==> src/rtl/lru_writeback_sector_cache_defines.svh <==
// Assertion macros shared by the sector cache RTL.
`ifndef LRU_WRITEBACK_SECTOR_CACHE_DEFINES_SVH
`define LRU_WRITEBACK_SECTOR_CACHE_DEFINES_SVH

// Implication checked on every clock edge outside reset.
`define LWSC_ASSERT_IMP(label, clk, rst_n, ante, cons, msg) \
    label: assert property (@(posedge clk) disable iff (!rst_n) (ante) |-> (cons)) \
        else $error(msg);

// Implication whose consequence is checked in the cycle after the antecedent.
`define LWSC_ASSERT_NEXT(label, clk, rst_n, ante, cons, msg) \
    label: assert property (@(posedge clk) disable iff (!rst_n) (ante) |=> (cons)) \
        else $error(msg);

`endif

==> src/rtl/lwsc_pkg.sv <==
//------------------------------------------------------------------------------
// lwsc_pkg
// Types and constants shared by the sector cache controller.
//------------------------------------------------------------------------------
`timescale 1ns / 1ps
`default_nettype none

package lwsc_pkg;

    localparam int unsigned SLOT_W = 6;
    localparam logic [31:0] CNT_MAX = 32'hFFFF_FFFF;

    typedef enum logic [1:0] {
        REQ_READ  = 2'd0,
        REQ_WRITE = 2'd1,
        REQ_FLUSH = 2'd2,
        REQ_NOP   = 2'd3
    } req_type_t;

    typedef enum logic [1:0] {
        ST_OK       = 2'd0,
        ST_WB_FAIL  = 2'd1,
        ST_FILL_FAIL = 2'd2
    } status_t;

    typedef struct packed {
        logic [1:0]  req_type;
        logic [31:0] sector_addr;
        logic        wb_fails;
        logic        fill_fails;
    } req_t;

    typedef struct packed {
        logic              hit;
        logic [SLOT_W-1:0] slot;
        logic              wb_issued;
        logic [31:0]       wb_addr;
        logic              fill_issued;
        logic [1:0]        status;
        logic              last;
        logic [31:0]       hit_count;
        logic [31:0]       miss_count;
        logic [31:0]       evict_count;
        logic [31:0]       wb_count;
    } rsp_t;

    typedef enum logic [2:0] {
        BE_IDLE,
        BE_LOOKUP,
        BE_SCAN,
        BE_ACCESS,
        BE_FLUSH,
        BE_DONE
    } be_state_t;

endpackage

`default_nettype wire

==> src/rtl/lwsc_front.sv <==
//------------------------------------------------------------------------------
// lwsc_front
// Request intake: classifies each word and holds it in a two-entry queue.
//------------------------------------------------------------------------------
`timescale 1ns / 1ps
`default_nettype none

module lwsc_front (
    input  wire logic           clk,
    input  wire logic           rst_n,
    input  wire logic           push,
    input  wire lwsc_pkg::req_t push_data,
    output logic                full,
    output logic                empty,
    input  wire logic           pop,
    output lwsc_pkg::req_t      head
);
    import lwsc_pkg::*;

    req_t       q_reg [2];
    logic       rd_reg, rd_next;
    logic       wr_reg, wr_next;
    logic [1:0] cnt_reg, cnt_next;
    req_t       cls;

    // Every request code is defined, so the word passes through as given.
    always_comb
    begin
        cls = push_data;
        if (push_data.req_type == REQ_NOP)
        begin
            cls.req_type = REQ_NOP;
        end
    end

    always_comb
    begin
        rd_next  = rd_reg ^ pop;
        wr_next  = wr_reg ^ push;
        cnt_next = cnt_reg + {1'b0, push} - {1'b0, pop};
    end

    always_ff @(posedge clk or negedge rst_n)
    begin
        if (!rst_n)
        begin
            rd_reg  <= 1'b0;
            wr_reg  <= 1'b0;
            cnt_reg <= 2'd0;
        end
        else
        begin
            rd_reg  <= rd_next;
            wr_reg  <= wr_next;
            cnt_reg <= cnt_next;
        end
    end

    always_ff @(posedge clk)
    begin
        if (push)
        begin
            q_reg[wr_reg] <= cls;
        end
    end

    assign full  = (cnt_reg == 2'd2);
    assign empty = (cnt_reg == 2'd0);
    assign head  = q_reg[rd_reg];

endmodule

`default_nettype wire

==> config.mk <==
export PLATFORM = sky130hd
export DESIGN_NAME = lwsc_front
export DESIGN_NICKNAME = d
export VERILOG_FILES = /design/src/rtl/lru_writeback_sector_cache_defines.svh /design/src/rtl/lwsc_pkg.sv /design/src/rtl/lwsc_front.sv
export SDC_FILE = /design/constraint.sdc
export NUM_CORES = 1
export LEC_CHECK = 0
export ABC_AREA = 1
export BUFFER_PORTS_ARGS = -buffer_cell sky130_fd_sc_hd__buf_2
export CORE_MARGIN = 5
export CORE_UTILIZATION = 26
export DETAILED_ROUTE_END_ITERATION = 6
export PLACE_DENSITY = 0.55
export RECOVER_POWER = 100
export SYNTH_ARGS = -nofsm -noshare
export SYNTH_HDL_FRONTEND = slang
export SYNTH_SLANG_ARGS = --single-unit
==> constraint.sdc <==
create_clock -name clk -period 2.2 [get_ports clk]
set_input_delay 0.22 -clock clk [delete_from_list [all_inputs] [get_ports clk]]
set_output_delay 0.22 -clock clk [all_outputs]
set_load 0.005 [all_outputs]
==> results.yml, run 1 <==
die:
  io_pins: 78
  die_y_um: 118.1
  core_mm2: 0.01142
  dieArea_mm2: 0.01395
  fp-row-count: 39
  dieWidth_um: 118.1
  initial_core_util_pct: 26.62
finish:
  fin_util_pct: 33.44
  instances_no_fill: 445
  finalNetCount: 341
  antennaDiodeCount: 0
  final_common_cell: "edfxtp_1"
  drive_gt1_share_pct: 25.50
  area_growth_pct: 25.65
  fin_area_mm2: 0.003819
  final_cell_mix: "edfxtp_1, inv_1, nand2_1, clkbuf_1, buf_2"
  largest_register_ffs: 72
placed_design:
  placed_cells: 428
  io_buffers: 77
  dp_hpwl_um: 3788
  pre_cts_slack_ps: 688.2
  placedInstanceArea_mm2: 0.003582
  globalplace.congestion: 0.6692
synth:
  synth-simple-area-share_pct: 5.476
  synth_top_family_by_area: "compound AO/OA/AOI/OAI gates"
  syn_nets: 258
  syn_area_mm2: 0.003039
  synthAdderAreaFrac_pct: 1.647
  seq_area_frac_synth_pct: 74.43
  synth_mux_area_share_pct: 0
  synth-compound-area-share_pct: 9.634
  synthDistinctLibCells: 13
  ys_warn_count: 0
  ys_ff_latch: 76
  synthXorXnorAreaFrac_pct: 0.2882
  syn_avg_cell_area_um2: 14.20
  syn_inst: 214
worst_hold_path:
  hp-class: "input port to register"
routing:
  drt_wl_total_um: 5451
  drtIter0Drc: 50
  avgViaCountPerCell: 4.000
  vias: 1780
  detail_route.wl_per_cell_um: 12.25
  ant_nets: 0
  firstDrtPassIters: 4
  drcViolationCount: 0
timing:
  setup_viol: 0
  slew_headroom_pct: 42.06
  worst_pin_slew_ps: 869.1
  hold_violations: 0
  fin_hold_ws_ps: 82.29
  fmax_mhz: 540.0
  fin_crit_sh_pct: 84.17
  maxSlewViolCount: 0
  fin_skew_ps: 5.252
  period_minus_slack_ps: 1852
  timing.final.ws_setup_ps: 348.3
  rsz0062_at_grt: "false"
  fin_setup_tns_ps: 0
global_routing:
  use_met3_pct: 3.700
  grt_pass1_vias: 1812
  grt_pass1_wl_um: 8825
  use_met1_pct: 8.712
  grt.overflow.total: 0
  grt.busiest_layer: "met2"
  grt.total_usage_pct: 8.159
  antenna_found_initial: 0
  grt_use_met2_pct: 13.71
  grt_max_degree: 37
power:
  p_int_mw: 3.434
  power_switching_mw: 1.445
  irDropWorstVdd_uv: 380.4
  power_frac_seq_pct: 43.2
  power_density_mw_per_mm2: 1278
  pwr-share-comb_pct: 25.6
  swShare_pct: 29.62
  pwr-share-clk_pct: 31.2
  fin_total_pwr_mw: 4.879
  p_leak_nw: 1.531
cts:
  cts_buffers: 9
  cts_num_sinks: 76
  post_cts_resized: 0
  clkLatencyLatePin_ps: 320
  htreeDepth: 3
  clk_path_buf_depth: 2
  cts_tree: "built"
  clk_pin_slew_worst_paths_ps: 60
  cts_root_buf: "clkbuf_16"
setup_path:
  worstSetupEndpointType: "primary output"
  slowest_delay_ps: 680
  crit_chain: "clkbuf_2 -> nand2_1 -> o21ai_0 -> buf_2"
  start_kind: "register"
  path_class: "register to primary output"
  cp.arrival_ps: 1630
  crit_fanout: 36
  critPathSlowestCell: "dfrtp_4"
  crit_required_ps: 1980
run_status:
  status: "completed"
flow_run:
  maxCapViolations: 0
## synth_stat cells, drive strengths merged
master / n / area, µm²
xor2: 1 / 8.760
nand3: 1 / 5.000
buf: 8 / 90.09
edfxtp: 72 / 2162
nor2: 2 / 7.510
o21ai: 36 / 292.8
clkbuf: 2 / 7.510
dfrtp: 4 / 100.1
nand2: 41 / 153.9
ha: 4 / 50.05
inv: 43 / 161.4
## layout make-up
type                       count  area, µm²
fill                        1198       7600
inverter                      43      161.4
clock buffer                   9      225.2
sequential                    76       2266
clock inverter                 7      91.34
multi-input combinational     85      488.0
tap                          143      178.9
timing repair buffer          82      407.9
## routing by layer
metal	part of all wire, %	wire length (µm)
met1	41	2260
met2	50	2699
met3	7.2	393
met4	1.8	97
met5	0	0
## critical path: cells and delay by family (launching register included)
kind                   cells  cell delay, ps
AO/OA/AOI/OAI              1              80
buffers and inverters      2             470
flip-flops                 1             680
AND/OR/NAND/NOR            1              70
## final timing paths
path                                  start                     end  slack (ps)  cells after the start
max in group asynchronous             rst_n        rd_reg$_DFF_PN0_        1720                      2
hold reg to reg            wr_reg$_DFF_PN0_        wr_reg$_DFF_PN0_         610                      3
setup / recovery           rd_reg$_DFF_PN0_                head[25]         350                      4
min in group asynchronous             rst_n    cnt_reg[0]$_DFF_PN0_         260                      2
hold / removal                push_data[34]  q_reg[1][34]$_DFFE_PP_          80                      1
setup reg to reg           wr_reg$_DFF_PN0_  q_reg[0][28]$_DFFE_PP_         470                      3
## what timing repair did
item / CTS / global route
setup buffers: 0 / 0
endpoints found under the hold margin: 4 / 0
hold buffers: 1 / 0
## kinds of logic after synthesis
| kind of cell | after synthesis |
|---|---|
| flops | 76 |
| buf+inv | 53 |
| simple gates | 44 |
| compound gates | 36 |
| fa+ha+maj | 4 |
| xor+xnor | 1 |
## power groups by stage
stage | clock network (mW) | logic (mW) | registers, mW
floorplan | 0 | 1.01 | 2.02
global placement | 0 | 1.40 | 2.16
detailed placement | 0 | 1.41 | 2.16
CTS | 1.58 | 1.42 | 2.13
global route | 1.64 | 1.43 | 2.15
finish | 1.52 | 1.25 | 2.11
(Power assumes the default switching activity.)
==> run 2: changes to the inputs <==
clock period = 1.8 ns   (was 2.2 ns; I/O delays follow)
==> results.yml, run 2 (synthesis results as in run 1) <==
run_status:
  status: "completed"
setup_path:
  crit_required_ps: 1620
  start_kind: "register"
  crit_fanout: 39
  cp.arrival_ps: 1430
  path_class: "register to primary output"
  worstSetupEndpointType: "primary output"
global_routing:
  grt.total_usage_pct: 8.568
  grt.overflow.total: 0
  grt_pass1_vias: 1940
  antenna_found_initial: 0
  grt_pass1_wl_um: 9439
  grt_max_degree: 40
timing:
  worst_pin_slew_ps: 555.9
  slew_headroom_pct: 62.94
  setup_viol: 0
  rsz0062_at_grt: "false"
  fin_skew_ps: 3.461
  period_minus_slack_ps: 1608
  maxSlewViolCount: 0
  fin_crit_sh_pct: 89.35
  fin_setup_tns_ps: 0
  hold_violations: 0
  fmax_mhz: 621.8
power:
  irDropWorstVdd_uv: 460.6
  p_leak_nw: 1.532
  power_density_mw_per_mm2: 1532
cts:
  clk_pin_slew_worst_paths_ps: 60
  cts_buffers: 9
  cts_num_sinks: 76
  htreeDepth: 3
  post_cts_buffers: 0
  cts_root_buf: "clkbuf_16"
  clk_path_buf_depth: 2
  cts_tree: "built"
  clkLatencyLatePin_ps: 320
routing:
  avgViaCountPerCell: 3.993
  drcViolationCount: 0
  drtIter0Drc: 45
  detail_route.wl_per_cell_um: 12.48
  ant_nets: 0
  firstDrtPassIters: 6
  vias: 1785
  drt_wl_total_um: 5580
die:
  initial_core_util_pct: 26.62
  dieArea_mm2: 0.01395
  dieWidth_um: 118.1
  die_y_um: 118.1
  fp-row-count: 39
  core_mm2: 0.01142
  io_pins: 78
finish:
  ff_latch_area_mm2: 0.002266
  multi_input_area_um2: 473.0
  antennaDiodeCount: 0
  area_growth_pct: 23.80
  final_common_cell: "edfxtp_1"
  fillCellCount: 1200
  fin_util_pct: 32.95
  largest_register_ffs: 72
  finalNetCount: 343
  final_cell_mix: "edfxtp_1, inv_1, nand2_1"
  drive_gt1_share_pct: 25.33
flow_run:
  maxCapViolations: 0
placed_design:
  io_buffers: 77
  dp_hpwl_um: 3958
  globalplace.congestion: 0.6577
worst_hold_path:
  hp-class: "input port to register"
==> run 2: layer usage <==
metal	global-route usage (%)	vias to the layer above	part of all wire [%]
li1	-	881	-
met1	9.549	848	44
met2	14.03	52	49
met3	4.181	4	6.4
met4	3.441	0	0.91
met5	0	-	0
==> run 2: final timing paths <==
kind,from,to,slack (ps),depth (start not counted)
min,push_data[31],q_reg[0][31]$_DFFE_PP_,40,1
max in group asynchronous,rst_n,rd_reg$_DFF_PN0_,1360,2
min reg2reg,wr_reg$_DFF_PN0_,wr_reg$_DFF_PN0_,610,3
min in group asynchronous,rst_n,cnt_reg[0]$_DFF_PN0_,230,2
max reg2reg,wr_reg$_DFF_PN0_,q_reg[0][12]$_DFFE_PP_,380,3
max,rd_reg$_DFF_PN0_,head[13],190,3
==> run 2: cell type report <==
class | instances | area share, %
sequential | 76 | 60.23
multi-input combinational | 85 | 12.57
clock buffer | 10 | 6.086
tap | 143 | 4.756
timing repair buffer | 84 | 10.61
inverter | 43 | 4.290
clock inverter | 6 | 1.463
==> run 2: through the flow <==
step	power [mW]	setup slack, ps	instances	cell area, µm²	hold WS (ps)
2_1_floorplan	3.701	74.96	214	3039	-115.6
3_3_place_gp	4.303	458.7	430	3572	-5.493
3_5_place_dp	4.338	423.3	430	3572	-5.438
4_1_cts	6.096	59.31	447	3866	21.97
5_1_grt	6.204	110.8	447	3762	19.75
6_report	5.765	191.7	447	3762	41.57
==> run 2: report_power, final <==
group          total (mW)  switching [mW]  internal [mW]  leakage (nW)
logic                1.60           0.988          0.608         0.673
registers            2.46          0.0984           2.37         0.722
clock network        1.70           0.646           1.06         0.137
==> run 2: timing repair <==
action | in CTS | in global routing
hold buffers | 1 | 0
endpoints found under the hold margin | 4 | 0
setup endpoints to repair | 0 | 1
gates resized for setup | 0 | 1
==> run 2: critical path, stage by stage, from the launching register on <==
cell and delay [ps]:
dfrtp_4 490, buf_12 170, o21ai_0 250, buf_2 170
==> run 3: changes to the inputs <==
PLACE_DENSITY = 0.52   (was 0.55)
==> results.yml, run 3 (synthesis results as in run 1) <==
setup_path:
  path_class: "register to primary output"
  crit_chain: "buf_6 -> o21ai_0 -> clkbuf_1"
  cp.arrival_ps: 1470
  crit_required_ps: 1620
  worstSetupEndpointType: "primary output"
  crit_buf_inv: 2
  r2r-start: "wr_reg$_DFF_PN0_"
  reg2reg_to: "q_reg[0][6]$_DFFE_PP_"
  start_kind: "register"
  crit_fanout: 42
  slowest_delay_ps: 470
  critPathTopFamily: "flip-flops"
  worst-r2r-setup-slack_ps: 360
  critPathSlowestCell: "dfrtp_4"
  r2r_cells: 3
finish:
  antennaDiodeCount: 0
  final_cell_mix: "edfxtp_1, clkbuf_1, inv_1"
  largest_register_ffs: 72
  final_common_cell: "edfxtp_1"
  fin_util_pct: 32.88
  drive_gt1_share_pct: 24.67
  finalNetCount: 343
  area_growth_pct: 23.55
placed_design:
  dp_hpwl_um: 3818
  globalplace.congestion: 0.6857
  io_buffers: 77
worst_hold_path:
  hp-class: "input port to register"
  hold_depth: 1
  hold_path_end: "q_reg[0][3]$_DFFE_PP_"
  min-delay-start: "push_data[3]"
global_routing:
  grt_max_degree: 43
  grt.overflow.total: 0
  grt_pass1_wl_um: 8942
  grt_pass1_vias: 1847
  grt.total_usage_pct: 8.209
  antenna_found_initial: 0
timing:
  fin_crit_sh_pct: 91.74
  rsz0062_at_grt: "false"
  setup_viol: 0
  maxSlewViolCount: 0
  fmax_mhz: 605.5
  worst_pin_slew_ps: 602.5
  slew_headroom_pct: 59.83
  period_minus_slack_ps: 1651
  fin_setup_tns_ps: 0
  hold_violations: 0
  fin_skew_ps: 3.846
routing:
  firstDrtPassIters: 4
  ant_nets: 0
  drcViolationCount: 0
  drt_wl_total_um: 5340
  drtIter0Drc: 62
  vias: 1764
  detail_route.wl_per_cell_um: 11.95
  avgViaCountPerCell: 3.946
power:
  irDropWorstVdd_uv: 586.5
  p_leak_nw: 1.510
  pwr-share-comb_pct: 28.3
  power_frac_seq_pct: 43.4
  p_int_mw: 3.943
  swShare_pct: 30.37
  pwr-share-clk_pct: 28.4
  power_switching_mw: 1.720
  power_density_mw_per_mm2: 1508
cts:
  clk_pin_slew_worst_paths_ps: 60
  clk_path_buf_depth: 2
  cts_num_sinks: 76
  clkLatencyLatePin_ps: 320
  htreeDepth: 3
  cts_root_buf: "clkbuf_16"
  cts_tree: "built"
  post_cts_resized: 0
  cts_buffers: 9
run_status:
  status: "completed"
die:
  fp-row-count: 39
  dieWidth_um: 118.1
  die_y_um: 118.1
  dieArea_mm2: 0.01395
  initial_core_util_pct: 26.62
  io_pins: 78
  core_mm2: 0.01142
flow_run:
  maxCapViolations: 0
## run 3: changes by cell type in the layout (fill, tap and decap cells not counted), sizes merged
cell and change:
clkbuf +10, bufinv -1, clkinvlp -1, clkinv -1
buf -7
## run 3: worst max-delay path by stage
stage	startpoint	endpoint	slack (ps)	cells after the start
floorplan	wr_reg$_DFF_PN0_	q_reg[0][0]$_DFFE_PP_	70	2
global placement	rd_reg$_DFF_PN0_	head[0]	480	3
detailed placement	rd_reg$_DFF_PN0_	head[0]	450	3
CTS	rd_reg$_DFF_PN0_	head[0]	100	3
global route	rd_reg$_DFF_PN0_	head[0]	60	3
finish	rd_reg$_DFF_PN0_	head[0]	150	3
## run 3: power groups by stage
stage / combinational [mW] / clock, mW / sequential [mW]
2_1_floorplan: 1.23 / 0 / 2.47
3_3_place_gp: 1.82 / 0 / 2.48
3_5_place_dp: 1.85 / 0 / 2.49
4_1_cts: 1.85 / 1.68 / 2.46
5_1_grt: 1.85 / 1.76 / 2.49
6_report: 1.60 / 1.61 / 2.45
## run 3: through the flow
stage	hold slack (ps)	cell area (µm²)	setup WS [ps]	total power, mW	std cells
after global routing	26.67	3755	60.36	6.094	447
after floorplan	-115.6	3039	74.96	3.701	214
final	40.84	3755	148.6	5.663	447
after detailed placement	5.038	3572	454.9	4.339	430
after CTS	20.24	3855	95.20	5.993	447
after global placement	4.382	3572	476.4	4.309	430
## run 3: cell type report
class,count,area (µm²)
clock inverters,3,12.51
inverters,43,161.4
multi-input cells,85,499.2
flip-flops and latches,76,2266
fillers,1177,7664
well taps,143,178.9
repair buffers,84,376.6
clock buffers,13,260.3
## run 3: layer usage
| layer | share of wire (%) | up-vias | GRT usage [%] |
|---|---|---|---|
| met3 | 7.0 | 9 | 3.556 |
| met4 | 1.5 | 0 | 4.229 |
| met1 | 41 | 817 | 9.196 |
| li1 | - | 890 | - |
| met2 | 50 | 48 | 13.26 |
| met5 | 0 | - | 0 |
## run 3: timing repair
item	4_1_cts	5_1_grt
endpoints found under the setup margin	0	0
hold buffers	1	0
buffers inserted	0	0
endpoints found under the hold margin	4	0
